## config.mk

```make
export PLATFORM = sky130hd
export DESIGN_NAME = mono_to_three_pixel_packer
export DESIGN_NICKNAME = d
export VERILOG_FILES = /design/src/rtl/mtp_pkg.sv /design/src/rtl/mtp_regs.sv /design/src/rtl/mtp_pack.sv /design/src/rtl/mtp_burst.sv /design/src/rtl/mono_to_three_pixel_packer.sv
export VERILOG_INCLUDE_DIRS = /design/src /design/src/rtl
export SDC_FILE = /design/constraint.sdc
export NUM_CORES = 1
export LEC_CHECK = 0
export BUFFER_PORTS_ARGS = -buffer_cell sky130_fd_sc_hd__buf_4
export CORE_ASPECT_RATIO = 0.7
export CORE_UTILIZATION = 50
export DETAILED_ROUTE_END_ITERATION = 10
export PLACE_DENSITY = 0.8
export SYNTH_ARGS = -nofsm -noshare
export SYNTH_HDL_FRONTEND = slang
export SYNTH_SLANG_ARGS = --single-unit
```

## constraint.sdc

```tcl
create_clock -name clk -period 14.94 [get_ports clk]
set_input_delay 2.241 -clock clk [delete_from_list [all_inputs] [get_ports clk]]
set_output_delay 2.241 -clock clk [all_outputs]
set_load 0.01 [all_outputs]
```

## src/rtl/mono_to_three_pixel_packer_defines.svh

```systemverilog
// Assertion macros for the packer; clk and arst_n must be in scope.
`ifndef MONO_TO_THREE_PIXEL_PACKER_DEFINES_SVH
`define MONO_TO_THREE_PIXEL_PACKER_DEFINES_SVH

// Same-cycle implication.
`define MTP_ASSERT_IMP(lbl, ante, cons, msg) \
	lbl: assert property (@(posedge clk) disable iff (!arst_n) (ante) |-> (cons)) \
		else $error(msg);

// Next-cycle implication.
`define MTP_ASSERT_NXT(lbl, ante, cons, msg) \
	lbl: assert property (@(posedge clk) disable iff (!arst_n) (ante) |=> (cons)) \
		else $error(msg);

`endif

```

## src/rtl/mtp_pkg.sv

```systemverilog
package mtp_pkg;

	localparam logic [5:0] MAX_LINE_BYTES = 6'd32;

	localparam logic [7:0] MASK_FIRST  = 8'hE0;
	localparam logic [7:0] MASK_SECOND = 8'h1C;
	localparam logic [7:0] MASK_THIRD  = 8'h03;

	localparam logic [5:0] RST_LINE_BYTES = 6'd24;
	localparam logic [6:0] RST_OUT_BYTES  = 7'd60;
	localparam logic [7:0] RST_ROWS       = 8'd128;

	typedef enum logic [1:0] {
		REG_LINE_BYTES = 2'd0,
		REG_OUT_BYTES  = 2'd1,
		REG_ROWS       = 2'd2
	} reg_idx_t;

	typedef struct packed {
		logic [5:0] line_bytes;
		logic [6:0] out_bytes_per_row;
		logic [7:0] rows_per_frame;
	} cfg_t;

	typedef struct packed {
		logic [3:0][7:0] bytes;
		logic [3:0]      row_end;
		logic [3:0]      frame_end;
		logic [2:0]      cnt;
	} burst_t;

endpackage

```

## src/rtl/mtp_regs.sv

```systemverilog
module mtp_regs (
	input  logic          clk,
	input  logic          arst_n,
	input  logic          psel,
	input  logic          penable,
	input  logic          pwrite,
	input  logic [3:0]    paddr,
	input  logic [31:0]   pwdata,
	output logic [31:0]   prdata,
	output logic          pready,
	output mtp_pkg::cfg_t cfg
);
	import mtp_pkg::*;

	cfg_t cfg_q;
	logic wr_en;

	assign pready = 1'b1;
	assign wr_en  = psel && penable && pwrite;
	assign cfg    = cfg_q;

	always_ff @(posedge clk or negedge arst_n) begin
		if (!arst_n) begin
			cfg_q.line_bytes        <= RST_LINE_BYTES;
			cfg_q.out_bytes_per_row <= RST_OUT_BYTES;
			cfg_q.rows_per_frame    <= RST_ROWS;
		end else if (wr_en) begin
			unique case (reg_idx_t'(paddr[3:2]))
				REG_LINE_BYTES: cfg_q.line_bytes        <= pwdata[5:0];
				REG_OUT_BYTES:  cfg_q.out_bytes_per_row <= pwdata[6:0];
				REG_ROWS:       cfg_q.rows_per_frame    <= pwdata[7:0];
				default: begin
				end
			endcase
		end
	end

	always_comb begin
		unique case (reg_idx_t'(paddr[3:2]))
			REG_LINE_BYTES: prdata = {26'd0, cfg_q.line_bytes};
			REG_OUT_BYTES:  prdata = {25'd0, cfg_q.out_bytes_per_row};
			REG_ROWS:       prdata = {24'd0, cfg_q.rows_per_frame};
			default:        prdata = 32'd0;
		endcase
	end

endmodule

```

## src/rtl/mtp_pack.sv

```systemverilog
module mtp_pack (
	input  logic            clk,
	input  logic            arst_n,
	input  mtp_pkg::cfg_t   cfg,
	input  logic            fb_valid,
	output logic            fb_stall,
	input  logic [7:0]      fb_byte,
	input  logic            burst_free,
	output logic            ld_valid,
	output mtp_pkg::burst_t ld_data
);
	import mtp_pkg::*;

	logic            valid_s1;
	logic [7:0]      fb_byte_s1;
	logic [1:0]      phase_q;
	logic [7:0]      partial_q;
	logic [5:0]      in_col_q;
	logic [6:0]      out_col_q;
	logic [7:0]      row_count_q;

	logic [5:0]      eff_lb;
	logic            row_last;
	logic            frame_row;
	logic [11:0]     ext;
	logic [2:0]      full;
	logic [1:0]      endph;
	logic [3:0][7:0] cand;
	logic            flush;
	logic [2:0]      nc;
	logic [6:0]      room;
	logic [2:0]      m;
	logic [7:0]      partial_nx;
	logic [6:0]      out_col_nx;
	logic            adv;
	burst_t          res;

	always_comb begin
		eff_lb    = (cfg.line_bytes > MAX_LINE_BYTES) ? MAX_LINE_BYTES : cfg.line_bytes;
		row_last  = ({1'b0, in_col_q} + 7'd1) >= {1'b0, eff_lb};
		frame_row = ({1'b0, row_count_q} + 9'd1) >= {1'b0, cfg.rows_per_frame};

		case (phase_q)
			2'd1: begin
				ext   = {3'b000, fb_byte_s1, 1'b0};
				full  = 3'd3;
				endph = 2'd0;
			end
			2'd2: begin
				ext   = {2'b00, fb_byte_s1, 2'b00};
				full  = 3'd3;
				endph = 2'd1;
			end
			default: begin
				ext   = {4'b0000, fb_byte_s1};
				full  = 3'd2;
				endph = 2'd2;
			end
		endcase

		for (int k = 0; k < 4; k++) begin
			cand[k] = ({8{ext[3*k]}} & MASK_FIRST)
				| ({8{ext[3*k+1]}} & MASK_SECOND)
				| ({8{ext[3*k+2]}} & MASK_THIRD);
		end
		cand[0] = cand[0] | partial_q;

		flush = row_last && (endph != 2'd0);
		nc    = full + {2'b00, flush};
		room  = (out_col_q >= cfg.out_bytes_per_row) ? 7'd0
			: cfg.out_bytes_per_row - out_col_q;
		m     = (room < {4'd0, nc}) ? room[2:0] : nc;

		res.cnt = m;
		for (int i = 0; i < 4; i++) begin
			res.bytes[i]     = cand[i];
			res.row_end[i]   = (3'(i) < m)
				&& ((({1'b0, out_col_q} + 8'(i + 1)) == {1'b0, cfg.out_bytes_per_row})
				|| (row_last && (3'(i) == m - 3'd1)));
			res.frame_end[i] = res.row_end[i] && frame_row;
		end

		partial_nx = (row_last || (endph == 2'd0)) ? 8'd0 : cand[full[1:0]];
		out_col_nx = row_last ? 7'd0 : out_col_q + {4'd0, m};
	end

	assign adv      = valid_s1 && ((m == 3'd0) || burst_free);
	assign ld_valid = adv && (m != 3'd0);
	assign ld_data  = res;
	assign fb_stall = valid_s1 && !adv;

	always_ff @(posedge clk or negedge arst_n) begin
		if (!arst_n) begin
			valid_s1    <= 1'b0;
			phase_q     <= 2'd0;
			partial_q   <= 8'd0;
			in_col_q    <= 6'd0;
			out_col_q   <= 7'd0;
			row_count_q <= 8'd0;
		end else begin
			if (!fb_stall) begin
				valid_s1 <= fb_valid;
			end
			if (adv) begin
				phase_q   <= row_last ? 2'd0 : endph;
				partial_q <= partial_nx;
				in_col_q  <= row_last ? 6'd0 : in_col_q + 6'd1;
				out_col_q <= out_col_nx;
				if (row_last) begin
					row_count_q <= frame_row ? 8'd0 : row_count_q + 8'd1;
				end
			end
		end
	end

	always_ff @(posedge clk) begin
		if (fb_valid && !fb_stall) begin
			fb_byte_s1 <= fb_byte;
		end
	end

endmodule

```

## src/rtl/mtp_burst.sv

```systemverilog
module mtp_burst (
	input  logic            clk,
	input  logic            arst_n,
	input  logic            ld_valid,
	input  mtp_pkg::burst_t ld_data,
	output logic            free,
	output logic            pk_valid,
	input  logic            pk_stall,
	output logic [7:0]      packed_byte,
	output logic            row_end,
	output logic            frame_end,
	output logic            last
);
	import mtp_pkg::*;

	burst_t     data_q;
	logic [2:0] cnt_q;
	logic       take;

	assign pk_valid    = cnt_q != 3'd0;
	assign take        = pk_valid && !pk_stall;
	assign free        = (cnt_q == 3'd0) || ((cnt_q == 3'd1) && take);
	assign packed_byte = data_q.bytes[0];
	assign row_end     = data_q.row_end[0];
	assign frame_end   = data_q.frame_end[0];
	assign last        = cnt_q == 3'd1;

	always_ff @(posedge clk or negedge arst_n) begin
		if (!arst_n) begin
			cnt_q <= 3'd0;
		end else if (ld_valid) begin
			cnt_q <= ld_data.cnt;
		end else if (take) begin
			cnt_q <= cnt_q - 3'd1;
		end
	end

	// advance to the next packed byte on each taken transaction
	always_ff @(posedge clk) begin
		if (ld_valid) begin
			data_q <= ld_data;
		end else if (take) begin
			data_q.bytes     <= data_q.bytes >> 8;
			data_q.row_end   <= data_q.row_end >> 1;
			data_q.frame_end <= data_q.frame_end >> 1;
		end
	end

endmodule

```

## src/rtl/mono_to_three_pixel_packer.sv

```systemverilog
// Mono to three-pixel packer.
// Input channel (fb_valid / fb_stall / fb_byte) takes one framebuffer byte per
// transaction, raster order, bit 0 leftmost. Output channel (pk_valid /
// pk_stall) delivers packed controller bytes, three pixels each, with
// row_end, frame_end and last (final byte caused by one input byte).
// Registers line_bytes, out_bytes_per_row and rows_per_frame sit on the
// APB port at 0x0, 0x4 and 0x8; write them only while the block is idle.
// An accepted byte is registered in the input stage, reduced there and
// loaded into the output register, from which its results are presented.
// An input byte yields zero to four results; the output register drains
// one per cycle while pk_stall is low. The next byte is reduced while the
// output register still drains, and a byte that yields nothing passes
// without loading the output register.
// Reset clears the pixel phase, partial byte and row/column counters, empties
// both stages and restores the register defaults. While pk_stall is high
// the current result holds; once the input register is blocked, fb_stall
// rises and backpressure reaches the sender.
`include "mono_to_three_pixel_packer_defines.svh"

module mono_to_three_pixel_packer (
	input  logic        clk,
	input  logic        arst_n,
	input  logic        psel,
	input  logic        penable,
	input  logic        pwrite,
	input  logic [3:0]  paddr,
	input  logic [31:0] pwdata,
	output logic [31:0] prdata,
	output logic        pready,
	input  logic        fb_valid,
	output logic        fb_stall,
	input  logic [7:0]  fb_byte,
	output logic        pk_valid,
	input  logic        pk_stall,
	output logic [7:0]  packed_byte,
	output logic        row_end,
	output logic        frame_end,
	output logic        last
);
	import mtp_pkg::*;

	cfg_t   cfg;
	burst_t ld_data;
	logic   ld_valid;
	logic   burst_free;

	mtp_regs u_regs (
		.clk     (clk),
		.arst_n  (arst_n),
		.psel    (psel),
		.penable (penable),
		.pwrite  (pwrite),
		.paddr   (paddr),
		.pwdata  (pwdata),
		.prdata  (prdata),
		.pready  (pready),
		.cfg     (cfg)
	);

	mtp_pack u_pack (
		.clk        (clk),
		.arst_n     (arst_n),
		.cfg        (cfg),
		.fb_valid   (fb_valid),
		.fb_stall   (fb_stall),
		.fb_byte    (fb_byte),
		.burst_free (burst_free),
		.ld_valid   (ld_valid),
		.ld_data    (ld_data)
	);

	mtp_burst u_burst (
		.clk         (clk),
		.arst_n      (arst_n),
		.ld_valid    (ld_valid),
		.ld_data     (ld_data),
		.free        (burst_free),
		.pk_valid    (pk_valid),
		.pk_stall    (pk_stall),
		.packed_byte (packed_byte),
		.row_end     (row_end),
		.frame_end   (frame_end),
		.last        (last)
	);

	`MTP_ASSERT_IMP(a_load_when_free, ld_valid, burst_free, "burst overwritten while busy")
	`MTP_ASSERT_IMP(a_frame_on_row, pk_valid && frame_end, row_end, "frame_end without row_end")
	`MTP_ASSERT_IMP(a_row_end_last, pk_valid && row_end, last, "row_end before last result")
	`MTP_ASSERT_NXT(a_stall_keeps_valid, ld_valid, pk_valid, "loaded burst not presented")

endmodule
```

==> summary.md <==
| Metric | Value |
|---|---|
| PD cells | `255.8 mW/mm^2` |
| Max-slew violation count | `0` |
| Cell area after synthesis | `0.005398 sq mm` |
| Max cap viols | `0` |
| Top-count cell post-synth | `nand2_1` |
| Initial antenna violation count | `0` |
| Fin crit share | `0.5306` |
| RD Place Congestion | `0.8852` |
| Critical Path Start | `u_pack.in_col_q[0]` |
| Number of setup buffers added after CTS | `0` |
| Starting density of the core | `0.5173` |
| Crit path top cell by count | `ha_1` |
| DR vias | `4,333` |
| I/O pins | `97` |
| Top FF cell, synth | `dfrtp_1` |
| Kind of critical path | `reg -> out` |
| Cell Chain, Critical Path | `ha_1, nand3_1, xnor2_1, ha_1, a21o_1, a21oi_1, o21ai_0, or2_2, nor2b_1, ha_1, inv_1, ha_1, nand2_1, nor2_1, a2111oi_4, o211a_1, or3_1, inv_1, ha_1, a211oi_1, and2_1, buf_4` |
| Layout Utilization | `0.5708` |
| Top cells by count, synth | `85 x nand2_1, 57 x o21ai_0, 44 x dfrtp_1` |
| Post-synth top area share | `0.2040` |
| Syn Area/Cell | `9.133 sq um` |
| CP Data Required Time | `12,700 ps` |
| Post-synthesis mux area share | `0.04845` |
| Die Ht | `88.93 um` |
| Synth area leaders | `dfrtp_1 20%, edfxtp_1 14%, ha_1 9.0%` |
| Std-Cell Rows | `31` |
| Later-pin clock latency in the skew report | `340 ps` |
| DRC Markers | `0` |
| Reg2reg end | `u_burst.data_q[23]` |
| Xor/xnor share of the synthesized area | `0.04868` |
| Post-Syn Instances | `591` |
| Crit path time final | `7927 ps` |
| Cell area after placement | `0.005664 sq mm` |
| Clk buf depth | `2` |
| Yosys reg bits | `77` |
| Setup crit end | `fb_stall` |
| Critical path capture point type | `primary output` |
| Max Clock Skew | `7.223 ps` |
| DR WL/cell | `16.11 um` |
| Reg2reg start | `u_pack.in_col_q[0]` |
| RSZ-0062 raised after global routing | `no` |
| Vias/cell | `5.739` |
| Critical path data arrival time | `5690 ps` |
| Number of detailed-route iterations in the first pass | `6` |
| Largest net degree at the start of global routing | `52` |
| Max-slew headroom | `0.4119` |
| Dominant cell type by area after synthesis | `dfrtp_1` |
| HPWL Detailed | `9.116 mm` |
| Worst Path Max Fanout | `17` |
| Synth-to-Final Area Change | `10.34%` |
| Slew at the pin closest to its max-slew limit | `859.9 ps` |
| Clk root buf | `clkbuf_16` |
| Die X | `126.2 um` |
| Async SR Flop Fraction | `0.6623` |
| Hold Path Class | `reg -> reg` |
| Vias in the first global route | `4,139` |
| Clk slew on worst S/H paths | `60 ps` |
| Worst R2R Setup Slack | `8010 ps` |
| Share of layout cells above drive strength 1 | `0.1541` |
| Final wirelength | `12.17 mm` |
| Crit-path slowest cell | `a211oi_1` |
| Total track usage | `0.2224` |
| Status | `finished, final reports clean` |
| FF-to-FF path depth | `25` |
| Final nets | `710` |
| Hold_ws | `506.0 ps` |
| Fraction of the yosys area taken by sequential cells | `0.3827` |
| Iteration-0 DRC Markers | `342` |
| I/O Buffers | `45` |
| Main combinational cell family by area after synthesis | `simple AND/OR/NAND/NOR gates` |
| Grt total ovfl | `0` |
| Startpoint types | `register` |
| Simple-gate share of the synthesized area | `0.1734` |
| Total CTS buffers | `9` |
| CTS-repair resized insts | `0` |
| Routed Antenna Nets | `0` |
| Clock sinks | `77` |
| Core Area | `0.01043 sq mm` |
| Worst path max stage delay | `480 ps` |
| Netlist cell types | `61` |
| # setup viols final | `0` |
| H-tree depth | `3` |
| LEAKAGE | `2.627 nW` |
| Compound-Gate Fraction of Synth Area | `0.1634` |
| Layout fillers | `889` |
| Max VDD drop | `197.7 uV` |
| Post-synth EDFFs | `26` |
| Adder-cell share of the synthesized area | `0.09782` |
| F_max | `0.1261 GHz` |
| DIE AREA | `0.01122 sq mm` |
| CTS tree | `yes` |
| Hold-fix buffers, CTS | `0` |
| TNS Setup | `0 ps` |
| Finished Cell Area | `0.005956 sq mm` |
| Final-report hold violation count | `0` |
| YS warnings | `0` |
| Ant diodes | `0` |
| First-pass GRT wire length | `19.56 mm` |
layout make-up:
class	count	area, sq um	area share
timing repair buffer	48	360.3	0.06050
sequential	77	2066	0.3468
multi-input combinational	453	2964	0.4977
clock buffer	9	225.2	0.03782
inverter	29	108.9	0.01828
clock inverter	7	66.31	0.01113
tap	132	165.2	0.02773
worst min path at each step:
| stage | from | to | slack [ps] | cells after the start |
|---|---|---|---|---|
| after floorplan | u_pack.partial_q[4] | u_pack.partial_q[4] | 440 | 2 |
| after global placement | u_pack.partial_q[4] | u_pack.partial_q[4] | 460 | 2 |
| after detailed placement | u_pack.partial_q[6] | u_pack.partial_q[6] | 480 | 2 |
| after CTS | u_pack.partial_q[6] | u_pack.partial_q[6] | 500 | 2 |
| after global routing | u_pack.partial_q[1] | u_pack.partial_q[1] | 520 | 1 |
| final | u_pack.partial_q[1] | u_pack.partial_q[1] | 510 | 1 |
cell usage in the layout (no fill, tap or decap), types with 20 or more instances in the layout:
| master | Yosys | routed |
|---|---|---|
| dfrtp_1 | 44 | 44 |
| edfxtp_1 | 26 | 26 |
| inv_1 | 29 | 29 |
| buf_4 | 33 | 48 |
| nand2_1 | 85 | 85 |
| nand3_1 | 20 | 20 |
| conb_1 | 2 | 25 |
| nor2_1 | 31 | 31 |
| o21ai_0 | 57 | 56 |
| ha_1 | 39 | 39 |
| xnor2_1 | 20 | 20 |
registers in the layout, indices dropped and copies added (netlist names), 2 cells and up:
signal / count
u_pack.row_count_q: 8
u_burst.data_q: 13
u_pack.in_col_q: 6
u_pack.phase_q: 2
u_burst.cnt_q: 3
u_pack.fb_byte_s1: 8
u_pack.out_col_q: 7
u_regs.cfg: 21
u_burst.packed_byte: 3
u_pack.partial_q: 3
power by group:
group	internal, W	leakage [nW]	switching [W]
Clock	0.000128	0.147	0.0000872
Combinational	0.000344	1.59	0.000554
Sequential	0.000338	0.895	0.0000717
cell families after synthesis:
family	after synthesis
xor+xnor	30
fa+ha+maj	41
compound gates	136
other cells	2
flops	77
buf+inv	84
simple gates	197
mux	24
stage by stage:
| step | power (W) | setup slack [ps] | instances |
|---|---|---|---|
| 2_1_floorplan | 0.001086 | 8185 | 614 |
| 3_3_place_gp | 0.001235 | 7574 | 739 |
| 3_5_place_dp | 0.001289 | 7448 | 739 |
| 4_1_cts | 0.001513 | 7048 | 755 |
| 5_1_grt | 0.001634 | 6536 | 755 |
| 6_report | 0.001523 | 7013 | 755 |
worst max-delay path, delay by kind of cell, from the launching register on:
| kind | cells | cell delay (ps) |
|---|---|---|
| AOI/OAI and AO/OA | 6 | 1650 |
| buffers and inverters | 3 | 310 |
| and+or+nand+nor | 7 | 1480 |
| DFF | 1 | 430 |
| xor gates and xnor gates | 1 | 230 |
| adders and majority gates | 5 | 1280 |
layer usage:
layer  global-route usage  routed length, um
met1               0.2844               5443
met5                    0                  0
met2               0.3727               5850
met3              0.05027                656
met4              0.08981                216
Power figures use the tool's default switching activity.
